===== config.mk =====
export PLATFORM = sky130hd
export DESIGN_NAME = hmi_serial_page_exchange_master_top
export DESIGN_NICKNAME = d
export VERILOG_FILES = /design/src/hw/rtl/hsp_pkg.sv /design/src/hw/rtl/hsp_dp.sv /design/src/hw/rtl/hsp_ctrl.sv /design/src/hw/rtl/hmi_serial_page_exchange_master_top.sv
export SDC_FILE = /design/constraint.sdc
export NUM_CORES = 2
export LEC_CHECK = 0
export BUFFER_PORTS_ARGS = -buffer_cell sky130_fd_sc_hd__buf_2
export CORE_ASPECT_RATIO = 0.75
export CORE_MARGIN = 4
export CORE_UTILIZATION = 50
export DETAILED_ROUTE_END_ITERATION = 10
export GPL_ROUTABILITY_DRIVEN = 0
export MAX_ROUTING_LAYER = met4
export PLACE_DENSITY = 0.65
export RECOVER_POWER = 100
export SLEW_MARGIN = 10
export SYNTH_ARGS = -nofsm -noshare
export SYNTH_HDL_FRONTEND = slang
export SYNTH_HIERARCHICAL = 1
export SYNTH_SLANG_ARGS = --single-unit

===== constraint.sdc =====
create_clock -name aclk -period 9.1 [get_ports aclk]
set_input_delay 0.91 -clock aclk [delete_from_list [all_inputs] [get_ports aclk]]
set_output_delay 0.91 -clock aclk [all_outputs]
set_load 0.005 [all_outputs]

===== src/hw/rtl/hsp_pkg.sv =====
// shared types and frame constants for the paged serial exchange master
package hsp_pkg;

    // frame characters
    localparam logic [7:0] CH_STX     = 8'h02;
    localparam logic [7:0] CH_ETX     = 8'h03;
    localparam logic [7:0] CH_W       = 8'h57;
    localparam logic [7:0] CH_R       = 8'h52;
    localparam logic [7:0] CH_STATION = 8'h00;
    localparam logic [7:0] CH_RESP_OK = 8'h00;
    localparam logic [7:0] ADDR_HI_WR = 8'h01;
    localparam logic [7:0] ADDR_HI_RD = 8'h02;
    localparam logic [7:0] RD_REQ_LEN = 8'h05;
    localparam logic [3:0] MAX_RETRY  = 4'd10;

    // result kinds
    localparam logic [1:0] KIND_TX   = 2'd0;
    localparam logic [1:0] KIND_HOST = 2'd1;
    localparam logic [1:0] KIND_DONE = 2'd2;

    // memory write operations
    typedef enum logic [2:0] {
        OP_NONE,
        OP_SEND_WR,
        OP_SEND_CLR,
        OP_RPL_WR,
        OP_READ_WR
    } op_t;

    // byte source for output and checking
    typedef enum logic [2:0] {
        SRC_CONST,
        SRC_SEND,
        SRC_READ,
        SRC_RPL,
        SRC_SUM
    } src_t;

    // controller to datapath commands
    typedef struct packed {
        op_t        op;
        logic [5:0] img_addr;
        logic [5:0] rpl_addr;
        src_t       src;
        logic [7:0] kbyte;
        logic       sum_clr;
        logic       sum_add;
        logic       chk_clr;
        logic       chk_eq;
        logic       chk_sum;
        logic       out_load;
        logic [1:0] kind;
        logic       out_end;
        logic       out_link;
    } cmd_t;

    // datapath to controller status
    typedef struct packed {
        logic out_free;
        logic chk_ok;
    } sts_t;

endpackage


===== src/hw/rtl/hsp_dp.sv =====
// datapath: images, reply buffer, checksum, checker and output register
module hsp_dp import hsp_pkg::*; #(
    parameter int PAGE_BYTES = 32
) (
    input  logic       aclk,
    input  logic       aresetn,
    input  cmd_t       cmd,
    output sts_t       sts,
    input  logic [7:0] s_data_byte,
    output logic       m_valid,
    input  logic       m_ready,
    output logic [1:0] m_out_kind,
    output logic [7:0] m_out_byte,
    output logic       m_frame_end,
    output logic       m_link_up
);

    localparam int RPL_DEPTH = PAGE_BYTES + 8;
    localparam int RAW       = $clog2(RPL_DEPTH);

    logic [7:0]  send_mem [64];
    logic [7:0]  read_mem [64];
    logic [7:0]  rpl_mem  [RPL_DEPTH];
    logic [63:0] send_vld_reg;
    logic [63:0] read_vld_reg;
    logic [7:0]  send_rd_reg;
    logic [7:0]  read_rd_reg;
    logic [7:0]  rpl_rd_reg;
    logic        send_vr_reg;
    logic        read_vr_reg;
    logic [7:0]  sum_reg, sum_next;
    logic        ok_reg, ok_next;
    logic        valid_reg, valid_next;
    logic [1:0]  kind_reg;
    logic [7:0]  byte_reg;
    logic        end_reg;
    logic        link_reg;
    logic [7:0]  val;

    // memory writes and registered reads
    always_ff @(posedge aclk) begin
        if (cmd.op == OP_SEND_WR) begin
            send_mem[cmd.img_addr] <= s_data_byte;
        end
        if (cmd.op == OP_READ_WR) begin
            read_mem[cmd.img_addr] <= rpl_rd_reg;
        end
        if (cmd.op == OP_RPL_WR) begin
            rpl_mem[cmd.rpl_addr[RAW-1:0]] <= s_data_byte;
        end
        send_rd_reg <= send_mem[cmd.img_addr];
        read_rd_reg <= read_mem[cmd.img_addr];
        rpl_rd_reg  <= rpl_mem[cmd.rpl_addr[RAW-1:0]];
        send_vr_reg <= send_vld_reg[cmd.img_addr];
        read_vr_reg <= read_vld_reg[cmd.img_addr];
    end

    // image valid bits, an entry not valid reads as zero
    always_ff @(posedge aclk) begin
        if (!aresetn) begin
            send_vld_reg <= '0;
            read_vld_reg <= '0;
        end else begin
            if (cmd.op == OP_SEND_CLR) begin
                send_vld_reg <= '0;
            end
            if (cmd.op == OP_SEND_WR) begin
                send_vld_reg[cmd.img_addr] <= 1'b1;
            end
            if (cmd.op == OP_READ_WR) begin
                read_vld_reg[cmd.img_addr] <= 1'b1;
            end
        end
    end

    // byte select
    always_comb begin
        case (cmd.src)
            SRC_CONST: val = cmd.kbyte;
            SRC_SEND:  val = send_vr_reg ? send_rd_reg : 8'h00;
            SRC_READ:  val = read_vr_reg ? read_rd_reg : 8'h00;
            SRC_RPL:   val = rpl_rd_reg;
            SRC_SUM:   val = sum_reg;
            default:   val = cmd.kbyte;
        endcase
    end

    // checksum and reply checker
    always_comb begin
        sum_next = cmd.sum_clr ? 8'h00 : sum_reg;
        if (cmd.sum_add) begin
            sum_next = sum_next + val;
        end
        ok_next = cmd.chk_clr ? 1'b1 : ok_reg;
        if (cmd.chk_eq && val != cmd.kbyte) begin
            ok_next = 1'b0;
        end
        if (cmd.chk_sum && val != sum_reg) begin
            ok_next = 1'b0;
        end
    end

    // output register
    assign valid_next   = cmd.out_load ? 1'b1 : (valid_reg && !m_ready);
    assign sts.out_free = !valid_reg || m_ready;
    assign sts.chk_ok   = ok_reg;

    always_ff @(posedge aclk) begin
        if (!aresetn) begin
            valid_reg <= 1'b0;
            sum_reg   <= 8'h00;
            ok_reg    <= 1'b0;
        end else begin
            valid_reg <= valid_next;
            sum_reg   <= sum_next;
            ok_reg    <= ok_next;
        end
    end

    always_ff @(posedge aclk) begin
        if (cmd.out_load) begin
            kind_reg <= cmd.kind;
            byte_reg <= val;
            end_reg  <= cmd.out_end;
            link_reg <= cmd.out_link;
        end
    end

    assign m_valid     = valid_reg;
    assign m_out_kind  = kind_reg;
    assign m_out_byte  = byte_reg;
    assign m_frame_end = end_reg;
    assign m_link_up   = link_reg;

endmodule


===== src/hw/rtl/hsp_ctrl.sv =====
// controller: exchange sequencing, frame walk, reply judging and retries
module hsp_ctrl import hsp_pkg::*; #(
    parameter int PAGE_BYTES = 32,
    parameter int SEND_PAGES = 2,
    parameter int READ_PAGES = 2
) (
    input  logic        aclk,
    input  logic        aresetn,
    input  logic        s_valid,
    output logic        s_ready,
    input  logic [2:0]  s_req_type,
    input  logic [5:0]  s_image_address,
    input  logic        cfg_valid,
    output logic        cfg_ready,
    input  logic [15:0] cfg_gap_ticks,
    output cmd_t        cmd,
    input  sts_t        sts
);

    localparam int MAX_PAGES = (SEND_PAGES > READ_PAGES) ? SEND_PAGES : READ_PAGES;
    localparam int PIW       = $clog2(MAX_PAGES + 1);
    localparam int CW        = $clog2(PAGE_BYTES + 9);
    localparam int KW        = $clog2(PAGE_BYTES + 10);
    localparam int BW        = $clog2(MAX_PAGES * PAGE_BYTES + 1);
    localparam int SEND_SPAN = PAGE_BYTES * SEND_PAGES;
    localparam int WR_LEN    = PAGE_BYTES + 10;
    localparam int RD_LEN    = 10;
    localparam int RPL_LEN   = PAGE_BYTES + 8;
    localparam int ACK_LIMIT = 10;
    localparam logic [7:0] WR_LEN_BYTE  = 8'(PAGE_BYTES + 5);
    localparam logic [7:0] RPL_LEN_BYTE = 8'(PAGE_BYTES + 3);
    localparam logic [7:0] WORDS_BYTE   = 8'(PAGE_BYTES / 2);

    typedef enum logic [2:0] {
        REQ_TICK  = 3'd0,
        REQ_RX    = 3'd1,
        REQ_DRAIN = 3'd2,
        REQ_CONT  = 3'd3,
        REQ_HWR   = 3'd4,
        REQ_HRD   = 3'd5
    } req_t;

    typedef enum logic [1:0] {
        PH_IDLE,
        PH_DRAIN,
        PH_ACK,
        PH_REPLY
    } phase_t;

    typedef enum logic [3:0] {
        ST_WAIT,
        ST_EM_RD,
        ST_EM_PUT,
        ST_J_RD,
        ST_J_CK,
        ST_J_END,
        ST_CP_RD,
        ST_CP_WR,
        ST_HRD,
        ST_DONE
    } state_t;

    state_t         state_reg, state_next;
    phase_t         phase_reg, phase_next;
    logic [PIW-1:0] page_reg, page_next;
    logic [CW-1:0]  rcnt_reg, rcnt_next;
    logic [15:0]    gap_reg, gap_next;
    logic [3:0]     retry_reg, retry_next;
    logic           link_reg, link_next;
    logic [KW-1:0]  k_reg, k_next;
    logic           wfrm_reg, wfrm_next;
    logic           jack_reg, jack_next;
    logic [5:0]     haddr_reg, haddr_next;
    logic [15:0]    gap_ticks_reg, gap_ticks_next;

    logic [BW-1:0]  page_base;
    logic [PIW-1:0] pg_inc;
    logic [7:0]     addr_lo;
    logic [KW-1:0]  fr_len;
    logic           em_last;
    logic           em_data;
    logic [7:0]     em_byte;
    logic [5:0]     emit_idx;
    logic [5:0]     copy_idx;
    logic [15:0]    gap_inc;
    logic [CW-1:0]  rx_limit;
    logic           fail;
    logic           start_wr;
    logic           start_rd;

    // expected write acknowledgement
    function automatic logic [7:0] ack_byte(input logic [2:0] i);
        logic [7:0] b;
        case (i)
            3'd0:    b = CH_STX;
            3'd1:    b = CH_STATION;
            3'd2:    b = 8'h03;
            3'd3:    b = CH_W;
            3'd4:    b = CH_W;
            3'd5:    b = 8'h00;
            3'd6:    b = 8'h03;
            3'd7:    b = 8'hB4;
            default: b = 8'h00;
        endcase
        return b;
    endfunction

    // page addressing and frame bytes
    always_comb begin
        page_base = BW'(page_reg) * BW'(PAGE_BYTES);
        pg_inc    = page_reg + 1'b1;
        addr_lo   = 8'(page_base >> 1);
        fr_len    = wfrm_reg ? KW'(WR_LEN) : KW'(RD_LEN);
        em_last   = (k_reg == fr_len - 1'b1);
        em_data   = wfrm_reg && (k_reg >= KW'(8)) && (k_reg < KW'(8 + PAGE_BYTES));
        emit_idx  = 6'(page_base + BW'(k_reg - KW'(8)));
        copy_idx  = 6'(page_base + BW'(k_reg));
        case (int'(k_reg))
            0:       em_byte = CH_STX;
            1:       em_byte = CH_STATION;
            2:       em_byte = wfrm_reg ? WR_LEN_BYTE : RD_REQ_LEN;
            3:       em_byte = wfrm_reg ? CH_W : CH_R;
            4:       em_byte = CH_W;
            5:       em_byte = addr_lo;
            6:       em_byte = wfrm_reg ? ADDR_HI_WR : ADDR_HI_RD;
            7:       em_byte = WORDS_BYTE;
            default: em_byte = CH_ETX;
        endcase
    end

    // next state and commands
    always_comb begin
        state_next     = state_reg;
        phase_next     = phase_reg;
        page_next      = page_reg;
        rcnt_next      = rcnt_reg;
        gap_next       = gap_reg;
        retry_next     = retry_reg;
        link_next      = link_reg;
        k_next         = k_reg;
        wfrm_next      = wfrm_reg;
        jack_next      = jack_reg;
        haddr_next     = haddr_reg;
        gap_ticks_next = cfg_valid ? cfg_gap_ticks : gap_ticks_reg;
        fail           = 1'b0;
        start_wr       = 1'b0;
        start_rd       = 1'b0;
        gap_inc        = (gap_reg == 16'hFFFF) ? gap_reg : gap_reg + 16'd1;
        rx_limit       = (phase_reg == PH_ACK) ? CW'(ACK_LIMIT) : CW'(RPL_LEN);

        cmd          = '0;
        cmd.op       = OP_NONE;
        cmd.src      = SRC_CONST;
        cmd.kind     = KIND_TX;
        cmd.out_link = link_reg;

        // address selection
        case (state_reg)
            ST_WAIT:            cmd.img_addr = s_image_address;
            ST_HRD:             cmd.img_addr = haddr_reg;
            ST_CP_RD, ST_CP_WR: cmd.img_addr = copy_idx;
            default:            cmd.img_addr = emit_idx;
        endcase
        case (state_reg)
            ST_WAIT:                    cmd.rpl_addr = 6'(rcnt_reg);
            ST_CP_RD, ST_CP_WR:         cmd.rpl_addr = 6'(k_reg + KW'(6));
            default:                    cmd.rpl_addr = 6'(k_reg);
        endcase

        case (state_reg)
            // take one request
            ST_WAIT: begin
                if (s_valid) begin
                    case (req_t'(s_req_type))
                        REQ_TICK: begin
                            if (phase_reg == PH_ACK || phase_reg == PH_REPLY) begin
                                gap_next = gap_inc;
                                if (gap_inc >= gap_ticks_reg) begin
                                    if (phase_reg == PH_ACK) begin
                                        jack_next  = 1'b1;
                                        k_next     = '0;
                                        state_next = ST_J_RD;
                                    end else if (rcnt_reg == CW'(RPL_LEN)) begin
                                        jack_next  = 1'b0;
                                        k_next     = '0;
                                        state_next = ST_J_RD;
                                    end else begin
                                        fail     = 1'b1;
                                        start_rd = 1'b1;
                                    end
                                end
                            end
                        end
                        REQ_RX: begin
                            if ((phase_reg == PH_ACK || phase_reg == PH_REPLY) &&
                                rcnt_reg < rx_limit) begin
                                cmd.op    = OP_RPL_WR;
                                rcnt_next = rcnt_reg + 1'b1;
                                gap_next  = '0;
                            end
                        end
                        REQ_DRAIN: begin
                            if (phase_reg == PH_DRAIN) begin
                                phase_next = PH_ACK;
                                rcnt_next  = '0;
                                gap_next   = '0;
                            end
                        end
                        REQ_CONT: begin
                            if (phase_reg == PH_IDLE) begin
                                if (!link_reg) begin
                                    link_next  = 1'b1;
                                    retry_next = '0;
                                    cmd.op     = OP_SEND_CLR;
                                end
                                page_next = '0;
                                start_wr  = 1'b1;
                            end
                        end
                        REQ_HWR: begin
                            if ({4'd0, s_image_address} < 10'(SEND_SPAN)) begin
                                cmd.op = OP_SEND_WR;
                            end
                        end
                        REQ_HRD: begin
                            haddr_next = s_image_address;
                            state_next = ST_HRD;
                        end
                        default: begin
                        end
                    endcase
                end
            end
            // frame walk
            ST_EM_RD: begin
                state_next = ST_EM_PUT;
            end
            ST_EM_PUT: begin
                if (sts.out_free) begin
                    cmd.out_load = 1'b1;
                    cmd.kbyte    = em_byte;
                    cmd.src      = em_last ? SRC_SUM : (em_data ? SRC_SEND : SRC_CONST);
                    cmd.sum_clr  = (k_reg == '0);
                    cmd.sum_add  = (k_reg != '0) && !em_last;
                    cmd.out_end  = em_last;
                    if (em_last) begin
                        phase_next = wfrm_reg ? PH_DRAIN : PH_REPLY;
                        rcnt_next  = '0;
                        gap_next   = '0;
                        state_next = ST_WAIT;
                    end else begin
                        k_next     = k_reg + 1'b1;
                        state_next = ST_EM_RD;
                    end
                end
            end
            // reply check, each byte read and then checked
            ST_J_RD: begin
                state_next = ST_J_CK;
            end
            ST_J_CK: begin
                cmd.src     = SRC_RPL;
                cmd.chk_clr = (k_reg == '0);
                cmd.sum_clr = (k_reg == '0);
                if (jack_reg) begin
                    cmd.chk_eq = 1'b1;
                    cmd.kbyte  = ack_byte(k_reg[2:0]);
                end else begin
                    cmd.chk_eq  = (k_reg == KW'(0)) || (k_reg == KW'(2)) ||
                                  (k_reg == KW'(5));
                    cmd.kbyte   = (k_reg == KW'(0)) ? CH_STX :
                                  (k_reg == KW'(2)) ? RPL_LEN_BYTE : CH_RESP_OK;
                    cmd.sum_add = (k_reg != '0) && (k_reg < KW'(RPL_LEN - 1));
                    cmd.chk_sum = (k_reg == KW'(RPL_LEN - 1));
                end
                if ((jack_reg && k_reg == KW'(7)) ||
                    (!jack_reg && k_reg == KW'(RPL_LEN - 1))) begin
                    state_next = ST_J_END;
                end else begin
                    k_next     = k_reg + 1'b1;
                    state_next = ST_J_RD;
                end
            end
            ST_J_END: begin
                if (jack_reg) begin
                    if (sts.chk_ok) begin
                        if (pg_inc >= PIW'(SEND_PAGES)) begin
                            page_next = '0;
                            start_rd  = 1'b1;
                        end else begin
                            page_next = pg_inc;
                            start_wr  = 1'b1;
                        end
                    end else begin
                        fail     = 1'b1;
                        start_wr = 1'b1;
                    end
                end else if (sts.chk_ok) begin
                    k_next     = '0;
                    state_next = ST_CP_RD;
                end else begin
                    fail     = 1'b1;
                    start_rd = 1'b1;
                end
            end
            // page copy into the read image
            ST_CP_RD: begin
                state_next = ST_CP_WR;
            end
            ST_CP_WR: begin
                cmd.op = OP_READ_WR;
                if (k_reg == KW'(PAGE_BYTES - 1)) begin
                    if (pg_inc >= PIW'(READ_PAGES)) begin
                        page_next  = '0;
                        phase_next = PH_IDLE;
                        rcnt_next  = '0;
                        gap_next   = '0;
                        state_next = ST_DONE;
                    end else begin
                        page_next = pg_inc;
                        start_rd  = 1'b1;
                    end
                end else begin
                    k_next     = k_reg + 1'b1;
                    state_next = ST_CP_RD;
                end
            end
            ST_HRD: begin
                if (sts.out_free) begin
                    cmd.out_load = 1'b1;
                    cmd.src      = SRC_READ;
                    cmd.kind     = KIND_HOST;
                    cmd.out_end  = 1'b1;
                    state_next   = ST_WAIT;
                end
            end
            ST_DONE: begin
                if (sts.out_free) begin
                    cmd.out_load = 1'b1;
                    cmd.kind     = KIND_DONE;
                    cmd.out_end  = 1'b1;
                    state_next   = ST_WAIT;
                end
            end
            default: begin
                state_next = ST_WAIT;
            end
        endcase

        // failure count
        if (fail) begin
            if (retry_reg > MAX_RETRY) begin
                link_next = 1'b0;
            end else begin
                retry_next = retry_reg + 1'b1;
            end
        end
        // frame start
        if (start_wr || start_rd) begin
            wfrm_next  = start_wr;
            k_next     = '0;
            state_next = ST_EM_RD;
        end
    end

    assign s_ready   = (state_reg == ST_WAIT);
    assign cfg_ready = 1'b1;

    // state and registers
    always_ff @(posedge aclk) begin
        if (!aresetn) begin
            state_reg     <= ST_WAIT;
            phase_reg     <= PH_IDLE;
            page_reg      <= '0;
            rcnt_reg      <= '0;
            gap_reg       <= '0;
            retry_reg     <= '0;
            link_reg      <= 1'b1;
            k_reg         <= '0;
            wfrm_reg      <= 1'b0;
            jack_reg      <= 1'b0;
            haddr_reg     <= '0;
            gap_ticks_reg <= 16'd100;
        end else begin
            state_reg     <= state_next;
            phase_reg     <= phase_next;
            page_reg      <= page_next;
            rcnt_reg      <= rcnt_next;
            gap_reg       <= gap_next;
            retry_reg     <= retry_next;
            link_reg      <= link_next;
            k_reg         <= k_next;
            wfrm_reg      <= wfrm_next;
            jack_reg      <= jack_next;
            haddr_reg     <= haddr_next;
            gap_ticks_reg <= gap_ticks_next;
        end
    end

    // checks
    a_load_free: assert property (@(posedge aclk) disable iff (!aresetn)
        cmd.out_load |-> sts.out_free)
        else $error("output loaded while result still pending");

    a_link_retry: assert property (@(posedge aclk) disable iff (!aresetn)
        !link_reg |-> (retry_reg == MAX_RETRY + 4'd1))
        else $error("link down without exhausted retries");

    a_rcnt_range: assert property (@(posedge aclk) disable iff (!aresetn)
        rcnt_reg <= CW'(RPL_LEN))
        else $error("reply count beyond buffer");

    a_reply_len: assert property (@(posedge aclk) disable iff (!aresetn)
        (state_reg == ST_J_END && !jack_reg) |-> (rcnt_reg == CW'(RPL_LEN)))
        else $error("read reply judged with wrong length");

endmodule


===== src/hw/rtl/hmi_serial_page_exchange_master_top.sv =====
// top level of the paged serial exchange master
// host write, rx byte, tick and drain are taken in the wait state; a host read moves
// to a read state that loads the output register once it is free; frames
// (PAGE_BYTES+10 bytes for a write, 10 for a read request) leave byte by byte, each
// byte passing a read state and then loaded when the output is free; a read reply
// is checked, then copied. One item at a time; reset clears control, images read as zero, gap_ticks is 100
module hmi_serial_page_exchange_master_top import hsp_pkg::*; #(
    parameter int PAGE_BYTES = 32,
    parameter int SEND_PAGES = 2,
    parameter int READ_PAGES = 2
) (
    input  logic        aclk,
    input  logic        aresetn,
    input  logic        s_valid,
    output logic        s_ready,
    input  logic [2:0]  s_req_type,
    input  logic [7:0]  s_data_byte,
    input  logic [5:0]  s_image_address,
    output logic        m_valid,
    input  logic        m_ready,
    output logic [1:0]  m_out_kind,
    output logic [7:0]  m_out_byte,
    output logic        m_frame_end,
    output logic        m_link_up,
    input  logic        cfg_valid,
    output logic        cfg_ready,
    input  logic [15:0] cfg_gap_ticks
);

    cmd_t cmd;
    sts_t sts;

    // sequencing
    hsp_ctrl #(
        .PAGE_BYTES(PAGE_BYTES),
        .SEND_PAGES(SEND_PAGES),
        .READ_PAGES(READ_PAGES)
    ) u_ctrl (
        .aclk(aclk),
        .aresetn(aresetn),
        .s_valid(s_valid),
        .s_ready(s_ready),
        .s_req_type(s_req_type),
        .s_image_address(s_image_address),
        .cfg_valid(cfg_valid),
        .cfg_ready(cfg_ready),
        .cfg_gap_ticks(cfg_gap_ticks),
        .cmd(cmd),
        .sts(sts)
    );

    // storage and output
    hsp_dp #(
        .PAGE_BYTES(PAGE_BYTES)
    ) u_dp (
        .aclk(aclk),
        .aresetn(aresetn),
        .cmd(cmd),
        .sts(sts),
        .s_data_byte(s_data_byte),
        .m_valid(m_valid),
        .m_ready(m_ready),
        .m_out_kind(m_out_kind),
        .m_out_byte(m_out_byte),
        .m_frame_end(m_frame_end),
        .m_link_up(m_link_up)
    );

endmodule


==> flow_metrics.py <==
metrics = {
    "run_status": {
        "status": "finished with violations",
        "violations": "max-capacitance violations, max-slew violations",
    },
    "power_and_ir_drop": {
        "switching_power_w": 0.00573,
        "p_int_w": 0.0130,
        "p_clk_share_pct": 33.9,
        "swShare_pct": 30.6,
        "power_frac_seq_pct": 44.8,
        "p_leak_nw": 21.2,
        "vdd_drop_max_v": 0.000210,
        "power_density_nw_per_um2": 276,
        "power_w": 0.0187,
        "pwr-share-comb_pct": 21.2,
    },
    "final_layout": {
        "final_cells": 5809,
        "fin_area_um2": 67800,
        "nNetsFinal": 4134,
        "nFillCells": 9367,
        "final_util_pct": 56.1,
        "area_growth_pct": 10.8,
        "drive_gt1_share_pct": 7.97,
    },
    "sta": {
        "fin_worst_skew_ps": 29.5,
        "tightest_slew_ps": 4110,
        "finalCritPeriodShare_pct": 75.7,
        "finalHoldViolCount": 0,
        "max_freq_mhz": 145,
        "setup_viol": 0,
        "relSlewSlack_pct": -174,
        "slew_violations": 1752,
        "tns_ps": 0,
        "rsz0062_at_grt": "false",
        "timing.final.crit_period_ps": 6890,
    },
    "die": {
        "die_w_um": 412,
        "row_count": 110,
        "boundaryPins": 53,
        "die_h_um": 311,
        "start_util_pct": 50.7,
        "dieArea_um2": 128000,
        "core-area_um2": 121000,
    },
    "cts": {
        "cts_max_level": 4,
        "post_cts_buffers": 0,
        "clockBufferDepth": 3,
        "clock_latency_ps": 780,
        "ctsHoldBuffers": 0,
        "cts_buffers": 150,
        "clock_sinks": 1590,
        "cts_resized": 0,
        "clkTransAtPathRegs_ps": 60,
        "clk_root_buffer_cell": "clkbuf_16",
        "cts_tree": "done",
    },
    "worst_setup_path": {
        "cpPeakStageDelay_ps": 1950,
        "worst_r2r_endpoint": "u_dp/rpl_mem[31][5]$_DFFE_PP_",
        "critical_path_class": "reg2reg",
        "rr_startpoint": "u_ctrl/state_reg[1]$_SDFFE_PP0P_",
        "path_max_fanout": 41,
        "critPathCaptureType": "register",
        "path_delay_family": "buffers and inverters",
        "required_ps": 9490,
        "crit_chain": "or4_2 > clkinv_1 > o21ai_0 > and3_2 > clkbuf_1 > nand2_1 > nor2_1",
        "crit_buf_inv": 2,
        "startpoint_type": "register",
        "arrival_ps": 7280,
        "r2r_cells": 7,
        "rrSetupSlack_ps": 2210,
        "crit_path_top_delay_cell": "clkbuf_1",
    },
    "route": {
        "num_vias": 38400,
        "wl_mm": 170,
        "ant_nets": 0,
        "drc": 0,
        "avgViaCountPerCell": 6.60,
        "dr.first_iter.drc_count": 5740,
        "drt_pass1_iterations": 8,
        "wl_per_cell_um": 29.3,
    },
    "synthesis": {
        "synth_cell_types": 94,
        "syn_area_um2": 61200,
        "syn_avg_cell_area_um2": 15.1,
        "synth_top_cell_by_area": "edfxtp_1",
        "synth-seq-area-share_pct": 74.2,
        "postSynth.asyncResetShare_pct": 0,
        "ys_ff_latch": 1590,
        "yosysMostFrequentCell": "edfxtp_1",
        "synth_edf_count": 1356,
        "synth_ff_type": "edfxtp_1",
        "synthesis.nets": 4132,
        "synth_top_area_share_pct": 66.6,
        "synth_warnings": 6,
        "syn_inst": 4053,
        "yosys-top-cells-area": "edfxtp_1 (67%), dfxtp_1 (7.7%), a22oi_1 (5.9%)",
        "synth_commonest_cells": "edfxtp_1 (1356), a22oi_1 (483), nor2_1 (245)",
    },
    "grt": {
        "grt_util_all_layers_pct": 26.8,
        "grt_pass1_wl_mm": 248,
        "antenna_found_initial": 3,
        "grt_max_degree": 113,
        "grt_overflow_total": 0,
        "first_global_vias": 35600,
    },
    "worst_hold_path": {
        "min_to": "u_ctrl/gap_ticks_reg[2]$_SDFFE_PN1P_",
        "hp-start": "cfg_gap_ticks[2]",
        "hold_class": "in2reg",
        "holdPathStages": 3,
    },
    "placed_design": {
        "place_area_um2": 63000,
        "hpwlAfterDp_mm": 100,
        "dp.cells": 5527,
        "port_buffers": 51,
    },
    "flow_run": {
        "cap_viol_max_count": 34,
    },
}
## worst min-delay path, stage by stage
cell,delay (ps)
buf_2,80
nand2_1,50
o211ai_1,80
## cells by family (layout without fill, tap and decap cells)
kind of cell | after synthesis | in the layout | share of synthesized area [%]
buf+inv | 313 | 440 | 2.06
flops | 1590 | 1590 | 74.2
mux | 32 | 32 | 0.577
xor+xnor | 33 | 33 | 0.473
simple gates | 780 | 780 | 6.58
other cells | 2 | 7 | 0.0123
compound gates | 1262 | 1262 | 15.2
fa+ha+maj | 41 | 41 | 0.851
## power groups by stage
| stage | registers [W] | clock network (W) | logic, W |
|---|---|---|---|
| floorplan | 0.00855 | 0 | 0.00211 |
| global placement | 0.00850 | 0 | 0.00389 |
| detailed placement | 0.00851 | 0 | 0.00391 |
| CTS | 0.00835 | 0.00644 | 0.00392 |
| global route | 0.00840 | 0.00676 | 0.00416 |
| finish | 0.00840 | 0.00635 | 0.00398 |
## layout by cell type (no fill, tap or decap), types with 24 or more instances in the layout
cell type  Yosys  routed
o21ai_0       40      43
mux2i_1       24      24
a31oi_1      115     115
edfxtp_1    1356    1356
dfxtp_1      234     234
clkbuf_16      0     156
clkbuf_8       0      25
nor2b_1      100     100
buf_4          8      31
nand3_1       38      38
xnor2_1       25      25
clkbuf_1     190      86
nor2_1       245     242
buf_2         19      31
a22o_1       130     130
a21oi_1      159     161
o21a_1        83      83
a221oi_1     137     137
nand2_1      122     122
ha_1          40      40
nand4_1       91      91
a22oi_1      483     483
inv_1         43      43
## per-stage QoR
stage,setup WS (ps),hold slack (ps)
floorplan,4850,441
global placement,4080,447
detailed placement,3920,453
CTS,3870,319
global route,1870,389
finish,2210,385
## final cells by class
class	instances	area [um^2]	share of cell area, %
Multi-Input combinational cell	2150	14500	21.4
Timing Repair Buffer	119	642	0.947
Clock inverter	64	663	0.978
Sequential cell	1590	45400	67.0
Tap cell	1624	2030	3.00
Antenna cell	5	12.5	0.0185
Clock buffer	213	4370	6.45
Inverter	44	165	0.244
## worst max-delay path by stage
stage                                           from                            end  slack [ps]  cells after the start
finish              u_ctrl/state_reg[1]$_SDFFE_PP0P_  u_dp/rpl_mem[31][5]$_DFFE_PP_        2210                      7
global route        u_ctrl/state_reg[1]$_SDFFE_PP0P_  u_dp/rpl_mem[31][4]$_DFFE_PP_        1870                      7
CTS                 u_ctrl/state_reg[1]$_SDFFE_PP0P_     u_dp/sum_reg[7]$_SDFF_PN0_        3870                     14
detailed placement  u_ctrl/state_reg[1]$_SDFFE_PP0P_     u_dp/sum_reg[7]$_SDFF_PN0_        3920                     14
global placement    u_ctrl/state_reg[1]$_SDFFE_PP0P_     u_dp/sum_reg[7]$_SDFF_PN0_        4080                     14
floorplan                                    m_ready     u_dp/sum_reg[7]$_SDFF_PN0_        4850                     16
## per-layer routing
layer	wire length (um)	vias to the layer above	global-route usage [%]
met1	74300	19500	41.0
met5	0	-	-
met2	72100	2334	35.7
met4	3370	0	6.82
li1	-	16300	-
met3	20200	250	6.53
No activity file was read; power rests on OpenSTA's default activity.
